## src/rtl/crwm_pkg.sv

```systemverilog
// Shared types and constants for the clock rate window monitor.
package crwm_pkg;

	localparam int ELAPSED_W        = 32;
	localparam int XTAL_W           = 25;
	localparam int XTAL_MHZ_W       = 7;
	localparam int RATE_W           = 32;
	localparam int ENTRY_W          = 16;
	localparam int FILL_OUT_W       = 9;
	localparam int PROD_W           = ELAPSED_W + XTAL_MHZ_W;
	localparam int WINDOW_DEPTH_DEF = 256;

	localparam logic [XTAL_MHZ_W-1:0] XTAL_MHZ_RST = XTAL_MHZ_W'(40);

	typedef struct packed {
		logic [ELAPSED_W-1:0] elapsed_cpu_cycles;
		logic [XTAL_W-1:0]    xtal_cycles;
		logic                 timed_out;
	} in_item_t;

	typedef struct packed {
		logic                  accepted;
		logic [RATE_W-1:0]     current_mhz;
		logic [ENTRY_W-1:0]    window_high_mhz;
		logic [RATE_W-1:0]     window_low_mhz;
		logic [FILL_OUT_W-1:0] window_fill;
	} out_item_t;

endpackage

```

## src/rtl/crwm_ram.sv

```systemverilog
// Generic single-port-write, single-port-read RAM with registered read data.
module crwm_ram #(
	parameter int WIDTH = 16,
	parameter int DEPTH = 256
) (
	input  logic                     clk,
	input  logic                     we,
	input  logic [$clog2(DEPTH)-1:0] waddr,
	input  logic [WIDTH-1:0]         wdata,
	input  logic                     re,
	input  logic [$clog2(DEPTH)-1:0] raddr,
	output logic [WIDTH-1:0]         rdata
);

	logic [WIDTH-1:0] mem_q [DEPTH];

	always_ff @(posedge clk) begin
		if (we) begin
			mem_q[waddr] <= wdata;
		end
		if (re) begin
			rdata <= mem_q[raddr];
		end
	end

endmodule

```

## src/rtl/crwm_div.sv

```systemverilog
// Restoring divider that retires one quotient bit per cycle.
module crwm_div #(
	parameter int DVD_W = 39,
	parameter int DVS_W = 25
) (
	input  logic             clk,
	input  logic             arst_n,
	input  logic             start,
	input  logic [DVD_W-1:0] dividend,
	input  logic [DVS_W-1:0] divisor,
	output logic             done,
	output logic [DVD_W-1:0] quotient
);

	localparam int CW = $clog2(DVD_W + 1);

	logic [DVD_W-1:0] quo_q;
	logic [DVS_W-1:0] rem_q;
	logic [CW-1:0]    cnt_q;
	logic             run_q;
	logic             done_q;
	logic [DVS_W:0]   trial;
	logic [DVS_W:0]   diff;
	logic             ge;

	// The partial remainder shifted left by one with the next dividend bit.
	assign trial = {rem_q, quo_q[DVD_W-1]};
	assign ge    = (trial >= {1'b0, divisor});
	assign diff  = trial - {1'b0, divisor};

	always_ff @(posedge clk or negedge arst_n) begin
		if (!arst_n) begin
			run_q  <= 1'b0;
			done_q <= 1'b0;
			cnt_q  <= '0;
		end else begin
			done_q <= 1'b0;
			if (start) begin
				run_q <= 1'b1;
				cnt_q <= '0;
			end else if (run_q) begin
				cnt_q <= cnt_q + 1'b1;
				if (cnt_q == CW'(DVD_W - 1)) begin
					run_q  <= 1'b0;
					done_q <= 1'b1;
				end
			end
		end
	end

	always_ff @(posedge clk) begin
		if (start) begin
			quo_q <= dividend;
			rem_q <= '0;
		end else if (run_q) begin
			quo_q <= {quo_q[DVD_W-2:0], ge};
			rem_q <= ge ? diff[DVS_W-1:0] : trial[DVS_W-1:0];
		end
	end

	assign done     = done_q;
	assign quotient = quo_q;

endmodule

```

## src/rtl/clock_rate_window_monitor_top.sv

```systemverilog
// Top level of the clock rate window monitor: sequencer, state and window scan.
//
// Each input item is one calibration measurement. The block computes the CPU
// rate in MHz as floor(elapsed_cpu_cycles * xtal_mhz / xtal_cycles) exactly,
// saturating at 2^32-1, and emits one result item per input item. A sample
// that timed out, has a zero crystal count or yields a zero rate leaves all
// state alone and is reported with accepted low. A usable sample becomes the
// current rate, its low 16 bits are written into a ring window of
// WINDOW_DEPTH entries, and the window's high and low are rescanned over the
// filled entries. A usable sample passes a multiply, then the divider, which
// retires one quotient bit per cycle over 39 bits, then a window write and
// the scan, which reads the window RAM one entry per cycle through its
// single read port. A sample is rejected either before the division or
// after it, when the quotient is zero.
// in_ready is high only while the sequencer is idle, but the finished result
// sits in an output register, so the next item is taken while it waits.
// xtal_mhz resets to 40 and may be rewritten only while the block is idle.
// The window RAM is not cleared; only entries below the fill count are read.
module clock_rate_window_monitor_top #(
	parameter int WINDOW_DEPTH = crwm_pkg::WINDOW_DEPTH_DEF
) (
	input  logic                                clk,
	input  logic                                arst_n,
	input  logic                                cfg_we,
	input  logic [crwm_pkg::XTAL_MHZ_W-1:0]     cfg_wdata,
	input  logic                                in_valid,
	output logic                                in_ready,
	input  crwm_pkg::in_item_t                  in_data,
	output logic                                out_valid,
	input  logic                                out_ready,
	output crwm_pkg::out_item_t                 out_data
);

	import crwm_pkg::*;

	localparam int AW = $clog2(WINDOW_DEPTH);
	localparam int FW = $clog2(WINDOW_DEPTH + 1);

	typedef enum logic [2:0] {
		S_IDLE,
		S_MUL,
		S_START,
		S_DIV,
		S_WRITE,
		S_SCAN,
		S_TAIL,
		S_OUT
	} state_t;

	state_t                state_q;
	logic [XTAL_MHZ_W-1:0] xtal_mhz_q;
	in_item_t              in_q;
	logic [PROD_W-1:0]     prod_q;
	logic [RATE_W-1:0]     current_q;
	logic [ENTRY_W-1:0]    high_q;
	logic [RATE_W-1:0]     low_q;
	logic [FW-1:0]         fill_q;
	logic [AW-1:0]         slot_q;
	logic [AW-1:0]         scan_q;
	logic                  acc_q;
	logic                  out_valid_q;
	out_item_t             res_q;

	logic                  div_start;
	logic                  div_done;
	logic [PROD_W-1:0]     div_quo;
	logic [RATE_W-1:0]     rate_sat;
	logic                  ram_we;
	logic                  ram_re;
	logic [ENTRY_W-1:0]    ram_rdata;
	logic [AW-1:0]         last_idx;
	logic                  load_out;

	// The divider runs on the registered product and the captured crystal count.
	crwm_div #(
		.DVD_W(PROD_W),
		.DVS_W(XTAL_W)
	) u_div (
		.clk      (clk),
		.arst_n   (arst_n),
		.start    (div_start),
		.dividend (prod_q),
		.divisor  (in_q.xtal_cycles),
		.done     (div_done),
		.quotient (div_quo)
	);

	// Window storage: written once per usable sample, read once per scan step.
	crwm_ram #(
		.WIDTH(ENTRY_W),
		.DEPTH(WINDOW_DEPTH)
	) u_window (
		.clk   (clk),
		.we    (ram_we),
		.waddr (slot_q),
		.wdata (current_q[ENTRY_W-1:0]),
		.re    (ram_re),
		.raddr (scan_q),
		.rdata (ram_rdata)
	);

	assign div_start = (state_q == S_START);
	assign ram_we    = (state_q == S_WRITE);
	assign ram_re    = (state_q == S_SCAN);
	assign in_ready  = (state_q == S_IDLE);
	assign load_out  = (state_q == S_OUT) && (!out_valid_q || out_ready);

	// A quotient wider than 32 bits saturates to all ones.
	assign rate_sat = (|div_quo[PROD_W-1:RATE_W]) ? '1 : div_quo[RATE_W-1:0];

	// The fill count is at least one during a scan, so this never wraps.
	assign last_idx = AW'(fill_q - 1'b1);

	always_ff @(posedge clk or negedge arst_n) begin
		if (!arst_n) begin
			xtal_mhz_q <= XTAL_MHZ_RST;
		end else if (cfg_we) begin
			xtal_mhz_q <= cfg_wdata;
		end
	end

	always_ff @(posedge clk or negedge arst_n) begin
		if (!arst_n) begin
			state_q     <= S_IDLE;
			current_q   <= '0;
			high_q      <= '0;
			low_q       <= '1;
			fill_q      <= '0;
			slot_q      <= '0;
			scan_q      <= '0;
			acc_q       <= 1'b0;
			out_valid_q <= 1'b0;
		end else begin
			// A new result replaces the old one in the same cycle it is taken.
			if (load_out) begin
				out_valid_q <= 1'b1;
			end else if (out_ready) begin
				out_valid_q <= 1'b0;
			end
			unique case (state_q)
				S_IDLE: begin
					if (in_valid) begin
						acc_q <= 1'b0;
						if (in_data.timed_out || (in_data.xtal_cycles == '0)) begin
							state_q <= S_OUT;
						end else begin
							state_q <= S_MUL;
						end
					end
				end
				S_MUL: begin
					state_q <= S_START;
				end
				S_START: begin
					state_q <= S_DIV;
				end
				S_DIV: begin
					if (div_done) begin
						if (div_quo == '0) begin
							state_q <= S_OUT;
						end else begin
							current_q <= rate_sat;
							acc_q     <= 1'b1;
							state_q   <= S_WRITE;
						end
					end
				end
				S_WRITE: begin
					slot_q <= (slot_q == AW'(WINDOW_DEPTH - 1)) ? '0 : slot_q + 1'b1;
					if (fill_q != FW'(WINDOW_DEPTH)) begin
						fill_q <= fill_q + 1'b1;
					end
					high_q  <= '0;
					low_q   <= '1;
					scan_q  <= '0;
					state_q <= S_SCAN;
				end
				S_SCAN: begin
					// Read data is registered and belongs to the previous address; the first step has none.
					if (scan_q != '0) begin
						if (ram_rdata > high_q) begin
							high_q <= ram_rdata;
						end
						if (RATE_W'(ram_rdata) < low_q) begin
							low_q <= RATE_W'(ram_rdata);
						end
					end
					if (scan_q == last_idx) begin
						state_q <= S_TAIL;
					end else begin
						scan_q <= scan_q + 1'b1;
					end
				end
				S_TAIL: begin
					if (ram_rdata > high_q) begin
						high_q <= ram_rdata;
					end
					if (RATE_W'(ram_rdata) < low_q) begin
						low_q <= RATE_W'(ram_rdata);
					end
					state_q <= S_OUT;
				end
				S_OUT: begin
					if (load_out) begin
						state_q <= S_IDLE;
					end
				end
				default: begin
					state_q <= S_IDLE;
				end
			endcase
		end
	end

	// Captured item, product and result payload carry no reset.
	always_ff @(posedge clk) begin
		if (in_valid && in_ready) begin
			in_q <= in_data;
		end
		if (state_q == S_MUL) begin
			prod_q <= PROD_W'(in_q.elapsed_cpu_cycles) * PROD_W'(xtal_mhz_q);
		end
		if (load_out) begin
			res_q.accepted        <= acc_q;
			res_q.current_mhz     <= current_q;
			res_q.window_high_mhz <= high_q;
			res_q.window_low_mhz  <= low_q;
			res_q.window_fill     <= FILL_OUT_W'(fill_q);
		end
	end

	assign out_valid = out_valid_q;
	assign out_data  = res_q;

	// The fill count never passes the window depth.
	a_fill_bound: assert property (@(posedge clk) disable iff (!arst_n)
		fill_q <= FW'(WINDOW_DEPTH))
		else $error("window fill count exceeds depth");

	// A result reporting an accepted sample implies a non-empty window.
	a_acc_fill: assert property (@(posedge clk) disable iff (!arst_n)
		out_valid && out_data.accepted |-> fill_q != '0)
		else $error("accepted result with empty window");

	// After a scan the low never exceeds the high.
	a_low_high: assert property (@(posedge clk) disable iff (!arst_n)
		out_valid && out_data.accepted |->
		out_data.window_low_mhz <= RATE_W'(out_data.window_high_mhz))
		else $error("window low above window high");

	// The divider only finishes while the sequencer waits for it.
	a_div_done: assert property (@(posedge clk) disable iff (!arst_n)
		div_done |-> state_q == S_DIV)
		else $error("divider finished outside the divide state");

endmodule
```

## config.mk

```make
export PLATFORM = sky130hd
export DESIGN_NAME = clock_rate_window_monitor_top
export DESIGN_NICKNAME = d
export VERILOG_FILES = /design/src/rtl/crwm_pkg.sv /design/src/rtl/crwm_ram.sv /design/src/rtl/crwm_div.sv /design/src/rtl/clock_rate_window_monitor_top.sv
export SDC_FILE = /design/constraint.sdc
export NUM_CORES = 2
export LEC_CHECK = 0
export BUFFER_PORTS_ARGS = -buffer_cell sky130_fd_sc_hd__buf_4
export CORE_AREA = 2 2 553 555
export DETAILED_ROUTE_END_ITERATION = 10
export DIE_AREA = 0 0 555 557
export GPL_TIMING_DRIVEN = 1
export PLACE_DENSITY_LB_ADDON = 0.3
export SYNTH_ARGS = -nofsm -noshare
export SYNTH_HDL_FRONTEND = slang
export SYNTH_HIERARCHICAL = 1
export SYNTH_SLANG_ARGS = --single-unit
```

## constraint.sdc

```tcl
create_clock -name clk -period 14.3 [get_ports clk]
set_clock_uncertainty 0.05 [all_clocks]
set_input_delay 2.145 -clock clk [delete_from_list [all_inputs] [get_ports clk]]
set_output_delay 2.145 -clock clk [all_outputs]
set_load 0.01 [all_outputs]
```

**Word level (Yosys, flattened, before mapping)**

Memories as Yosys holds them, arrays and structs flattened. A register that Yosys moved wholly into a read port is not among the register bits.
Index checks and enable logic that the tools add are counted.

- Div/mod/pow operators: 0
- Magnitude comparators: 3
- $add $sub $neg: 6
- Bitwise gates (word level): 1
- Muxes and demuxes: 36
- Multiply operators: 1
- Reduce and logical (&&, ||, !) cells: 21
- Shift operators: 0
- Equal/unequal tests: 18

Operator list:

| operator | count |
|---|---|
| two-way mux 32 bit | 3 |
| case mux 32 bit (3 select lines) | 1 |
| two-way mux 39 bit | 2 |
| case mux 16 bit (3 select lines) | 1 |
| zero test 39 bit | 1 |
| multiplier 32 x 7 -> 39 bit | 1 |
| < comparator 16 x 32 -> 1 bit | 1 |
| two-way mux 16 bit | 2 |
| greater-or-equal comparator 26 x 25 -> 1 bit | 1 |
| zero test 25 bit | 1 |
| two-way mux 25 bit | 1 |
| subtractor 25 bit | 1 |
| case mux 3 bit (8 select lines) | 1 |
| adder 8 x 1 -> 8 bit (second input constant) | 2 |
| > comparator 16 bit | 1 |
| two-way mux 8 bit | 2 |
| case mux 8 bit (2 select lines) | 1 |
| two-way mux 3 bit | 5 |
| two-way mux 1 bit | 13 |
| == test 3 bit (second input constant) | 4 |
| two-way mux 6 bit | 2 |
| adder 9 x 1 -> 9 bit (second input constant) | 1 |
| inequality test 9 bit (second input constant) | 1 |
| == test 8 bit | 1 |
| 22 further kinds | 36 |

- Bits in latches: 0
- Memory bits (read-only): 0
- Register bits: 375
- Bits in writable memories: 4096
- Memories kept: 1
- Bits of input ports: 70
- Output and inout bits: 92
- Word-level logic and storage cells: 110

Memory list:

| memory | depth | width | read ports | clocked after memory_dff | wr ports | line | source |
|---|---|---|---|---|---|---|---|
| u_window.mem_q | 256 | 16 | 1 | 1 | 1 | crwm_ram.sv:15 | `logic [WIDTH-1:0] mem_q [DEPTH];` |

**Logic depth before layout (Yosys ltp)**

- Word-level depth: 5
- Depth in mapped cells: 19
- Gate-level depth less buffers: 17

**By module**

Netlist, hierarchy kept.

Modules (own cells, without submodules):

| module | area each (um^2) | seq. area each (um^2) | cells each | instances |
|---|---|---|---|---|
| crwm_ram | 158874.9 | 123478.4 | 7360 | 1 |
| clock_rate_window_monitor_top | 17882.2 | 7711.1 | 1604 | 1 |
| crwm_div | 4476.8 | 1871.8 | 454 | 1 |

**Worst setup path before layout**

OpenSTA, ideal clock, no wires.

- Kind: input -> register
- From: in out_ready
- To: reg res_q, in the netlist out_data[0], enable pin
- Required time: 13.731 ns
- Cell stages on the path: 2
- Library setup time: 0.519 ns
- Arrival: 5.642 ns
- Setup slack: 8.089 ns
- Path buffers: 0
- Cell sequence: nand2b_1 -> nor2b_1

- Word-level cells in the longest chain between the ends: 2

RTL lines:

| item | line | source |
|---|---|---|
| start: declaration | clock_rate_window_monitor_top.sv:30 | `input logic out_ready,` |
| logical OR 1 bit | clock_rate_window_monitor_top.sv:106 | `assign load_out = (state_q == S_OUT) && (!out_valid_q \|\| out_ready);` |
| logical AND 1 bit | clock_rate_window_monitor_top.sv:106 |  |
| named net load_out | clock_rate_window_monitor_top.sv:72 | `logic load_out;` |
| end: declaration | clock_rate_window_monitor_top.sv:62 | `out_item_t res_q;` |

The timed path passes the listed nets, and every way through them passes these cells.
A chain may end at the register's enable or synchronous reset.

==> results.py <==
metrics = {
    "synth": {
        "syn_avg_cell_area_um2": 19.2,
        "ys_seq_area_share_pct": 73.4,
        "syn_inst": 9418,
        "synth_nets": 9759,
        "ys_ff_latch": 4457,
        "synth_flop_cell": "edfxtp_1",
        "yosys_warnings": 6,
        "syn_area_um2": 181000,
        "synth.distinct_cells": 96,
        "synthArstFlopShare_pct": 2.47,
        "synth-edff-count": 4322,
    },
    "setup_path": {
        "slowest_delay_ns": 0.89,
        "reg2reg_depth": 9,
        "cp_max_fo": 57,
        "crit_family": "buffers and inverters",
        "critPathKind": "flop to flop",
        "arrival_ns": 6.90,
        "crit_chain": "buf_4 > or2_4 > buf_4 > buf_4 > o221ai_1 > o22ai_1 > o21ai_0 > nand4_1 > nor4_1",
        "end_kind": "flop",
        "path_buf_inv": 3,
        "path_depth": 9,
        "worstPathRequired_ns": 14.93,
        "crit_path_frequent_cell": "buf_4",
        "cp-startpoint": "scan_q[1]$_DFFE_PN0P_",
        "r2r-start": "scan_q[1]$_DFFE_PN0P_",
        "startpoint_type": "flop",
        "crit_path_top_delay_cell": "or2_4",
        "r2r_setup_slack_ns": 8.04,
        "timing.rr.end": "u_window/rdata[3]$_DFFE_PP_",
        "critPathCapture": "u_window/rdata[3]$_DFFE_PP_",
    },
    "placement": {
        "gp_congestion": 0.905,
        "hpwl_um": 273000,
        "place_area_um2": 188000,
        "io_buffers": 161,
        "dpl.cell_count": 13400,
        "post-place-ws_ns": 8.32,
    },
    "power_and_ir_drop": {
        "comb_power_share_pct": 22.5,
        "power.total_mw": 33.9,
        "power.density_nw_per_um2": 169,
        "clockPowerShare_pct": 32.1,
        "p_int_mw": 24.0,
        "swShare_pct": 29.2,
        "vdd_drop_max_v": 0.000150,
        "power_frac_seq_pct": 45.5,
        "leakagePower_nw": 57.1,
        "p_sw_mw": 9.90,
    },
    "sta": {
        "rsz0062_at_grt": "no",
        "worst_pin_slew_ns": 1.56,
        "slew_violations": 2,
        "slew_headroom_pct": -4.49,
        "min_period_over_period_pct": 43.8,
        "tns_ns": 0,
        "timing.hold.ws_ns": 0.398,
        "fin_crit_ns": 6.26,
        "fin_ws_ns": 8.04,
        "fmax_ghz": 0.160,
        "finalSetupViolations": 0,
        "hold_violations": 0,
    },
    "die": {
        "start_util_pct": 59.6,
        "core_um2": 304000,
        "fp.dieH_um": 557,
        "std_cell_rows": 203,
        "dieArea_um2": 309000,
        "pin_count": 162,
        "die_w_um": 555,
    },
    "layout": {
        "stdcell_count": 14200,
        "nets": 10200,
        "area_growth_pct": 11.0,
        "multi_input_area_um2": 44400,
        "drive_gt1_share_pct": 21.5,
        "fill_cells": 19300,
        "final_util_pct": 66.2,
        "ff_latch_area_um2": 133000,
        "fin_area_um2": 201000,
    },
    "clocking": {
        "cts-root-buf": "clkbuf_16",
        "cts_hold_buf": 0,
        "clock-sinks": 4457,
        "cts_tree": "yes",
        "cts_setup_buffers": 0,
        "clk_latency_ns": 0.99,
        "cts_made_buffers": 432,
        "htree_levels": 5,
        "path_clk_slew_ns": 0.06,
        "ctsResizeCount": 0,
        "cts_buffer_depth": 4,
    },
    "grt": {
        "grt_max_degree": 225,
        "antenna_found_initial": 25,
        "track_usage_pct": 30.0,
        "first_global_vias": 95700,
        "overflow": 0,
        "grt_pass1_wl_um": 671000,
    },
    "routing": {
        "drt-initial-drc-count": 14700,
        "ant_nets": 0,
        "drt_wl_total_um": 465000,
        "via_count": 96800,
        "avgRoutedWirePerCell_um": 32.7,
        "drc": 0,
        "drt_first_pass_iters": 9,
        "viasPerCell": 6.82,
    },
    "worst_hold_path": {
        "holdPathStages": 0,
        "worstHoldStart": "current_q[18]$_DFFE_PN0P_",
        "holdCritPathClass": "flop to flop",
    },
    "status": {
        "failed_checks": "capacitance limit, slew limit",
        "status": "finished with violations",
    },
    "flow_run": {
        "cap_violations": 1,
    },
}
[cell type report]
cell class	instances	area share [%]
tap	3997	2.49
clock buffer	552	5.64
multi-input combinational	4186	22.1
inverter	231	0.436
clock inverter	223	1.06
sequential	4457	66.2
antenna	18	0.0224
timing repair buffer	542	2.09
[power groups by stage]
stage	logic [mW]	registers, mW	clock network, mW
after global routing	8.26	15.5	11.5
after floorplan	5.78	15.6	0
after global placement	7.46	15.7	0
after detailed placement	7.56	15.7	0
final	7.62	15.4	10.9
after CTS	7.61	15.4	11.0
[state kept, by name, summed over array words and instances (netlist names), 17 cells and up]
| signal | cells |
|---|---|
| out_data | 75 |
| current_q | 32 |
| u_window/mem_q | 4096 |
| prod_q | 39 |
| low_q | 17 |
| u_div/quotient | 39 |
| in_q | 57 |
| u_div/rem_q | 25 |
[synth_stat cells, types with 19 or more instances]
| master | n | area share, % |
|---|---|---|
| buf_2 | 90 | 0.25 |
| fa_1 | 150 | 1.7 |
| dfrtp_1 | 91 | 1.3 |
| xor2_1 | 21 | 0.10 |
| nor4_1 | 36 | 0.12 |
| nor2_1 | 462 | 0.96 |
| mux2i_1 | 586 | 3.2 |
| a21o_1 | 37 | 0.15 |
| nand3_1 | 58 | 0.16 |
| o31ai_1 | 21 | 0.087 |
| buf_1 | 34 | 0.070 |
| ha_1 | 121 | 0.84 |
| buf_6 | 80 | 0.50 |
| edfxtp_1 | 4322 | 72 |
| and3_1 | 22 | 0.076 |
| and2_1 | 179 | 0.62 |
| o32ai_1 | 20 | 0.097 |
| clkbuf_1 | 280 | 0.58 |
| a31oi_1 | 23 | 0.079 |
| o21ai_0 | 85 | 0.23 |
| xnor2_1 | 53 | 0.26 |
| nor3_1 | 115 | 0.32 |
| nand2_1 | 196 | 0.41 |
| dfstp_2 | 19 | 0.28 |
| buf_4 | 42 | 0.17 |
| inv_1 | 227 | 0.47 |
| a221oi_1 | 31 | 0.15 |
| a22oi_1 | 44 | 0.18 |
| mux4_2 | 797 | 9.9 |
| o22ai_1 | 148 | 0.51 |
| nand4_1 | 55 | 0.19 |
| o221ai_1 | 254 | 1.2 |
| a22o_1 | 33 | 0.16 |
| dfxtp_1 | 25 | 0.28 |
| a211oi_1 | 50 | 0.21 |
| a21oi_1 | 270 | 0.75 |
| mux2_2 | 134 | 0.83 |
[worst min path at each step]
stage / slack [ns] / to
floorplan: 0.37 / out_data[2]$_DFFE_PP_
global placement: 0.39 / out_data[89]$_DFFE_PP_
detailed placement: 0.39 / out_data[75]$_DFFE_PP_
CTS: 0.40 / out_data[75]$_DFFE_PP_
global route: 0.42 / out_data[77]$_DFFE_PP_
finish: 0.40 / out_data[75]$_DFFE_PP_
[layer usage]
metal | vias up | track usage [%] | part of all wire, %
li1 | 39200 | - | -
met1 | 50100 | 41.7 | 36
met2 | 6422 | 46.2 | 47
met3 | 1092 | 6.53 | 12
met4 | 18 | 13.7 | 5.0
met5 | - | 0 | 0.024
[logic make-up (layout without fill, tap and decap cells)]
family	count (synthesis)	count (layout)	synth area share [%]
compound gates	1130	1130	4.40
other cells	0	18	0
xor+xnor	74	74	0.358
mux	1517	1517	14.0
buf+inv	775	1548	2.21
simple gates	1194	1194	3.14
fa+ha+maj	271	271	2.49
flops	4457	4457	73.4
[cells in the final DEF, fill, tap and decap left out, drive strengths merged, types with 18 or more instances in the layout]
master,count
a211oi,51
a221oi,31
nor2,463
a21oi,272
mux2,134
xnor2,53
o22ai,149
a22oi,44
and2,180
ha,121
nor4,38
clkinv,177
bufinv,25
o31ai,21
a22o,47
a21o,37
clkbuf,552
nand3,58
inv,241
mux2i,586
nand4,55
o32ai,21
mux4,797
dfstp,19
o221ai,255
diode,18
and3,23
nor3,115
buf,542
nand2,197
fa,150
a31oi,23
xor2,21
o21ai,94
edfxtp,4322
dfxtp,25
dfrtp,91
No activity file was read; power rests on OpenSTA's default activity.
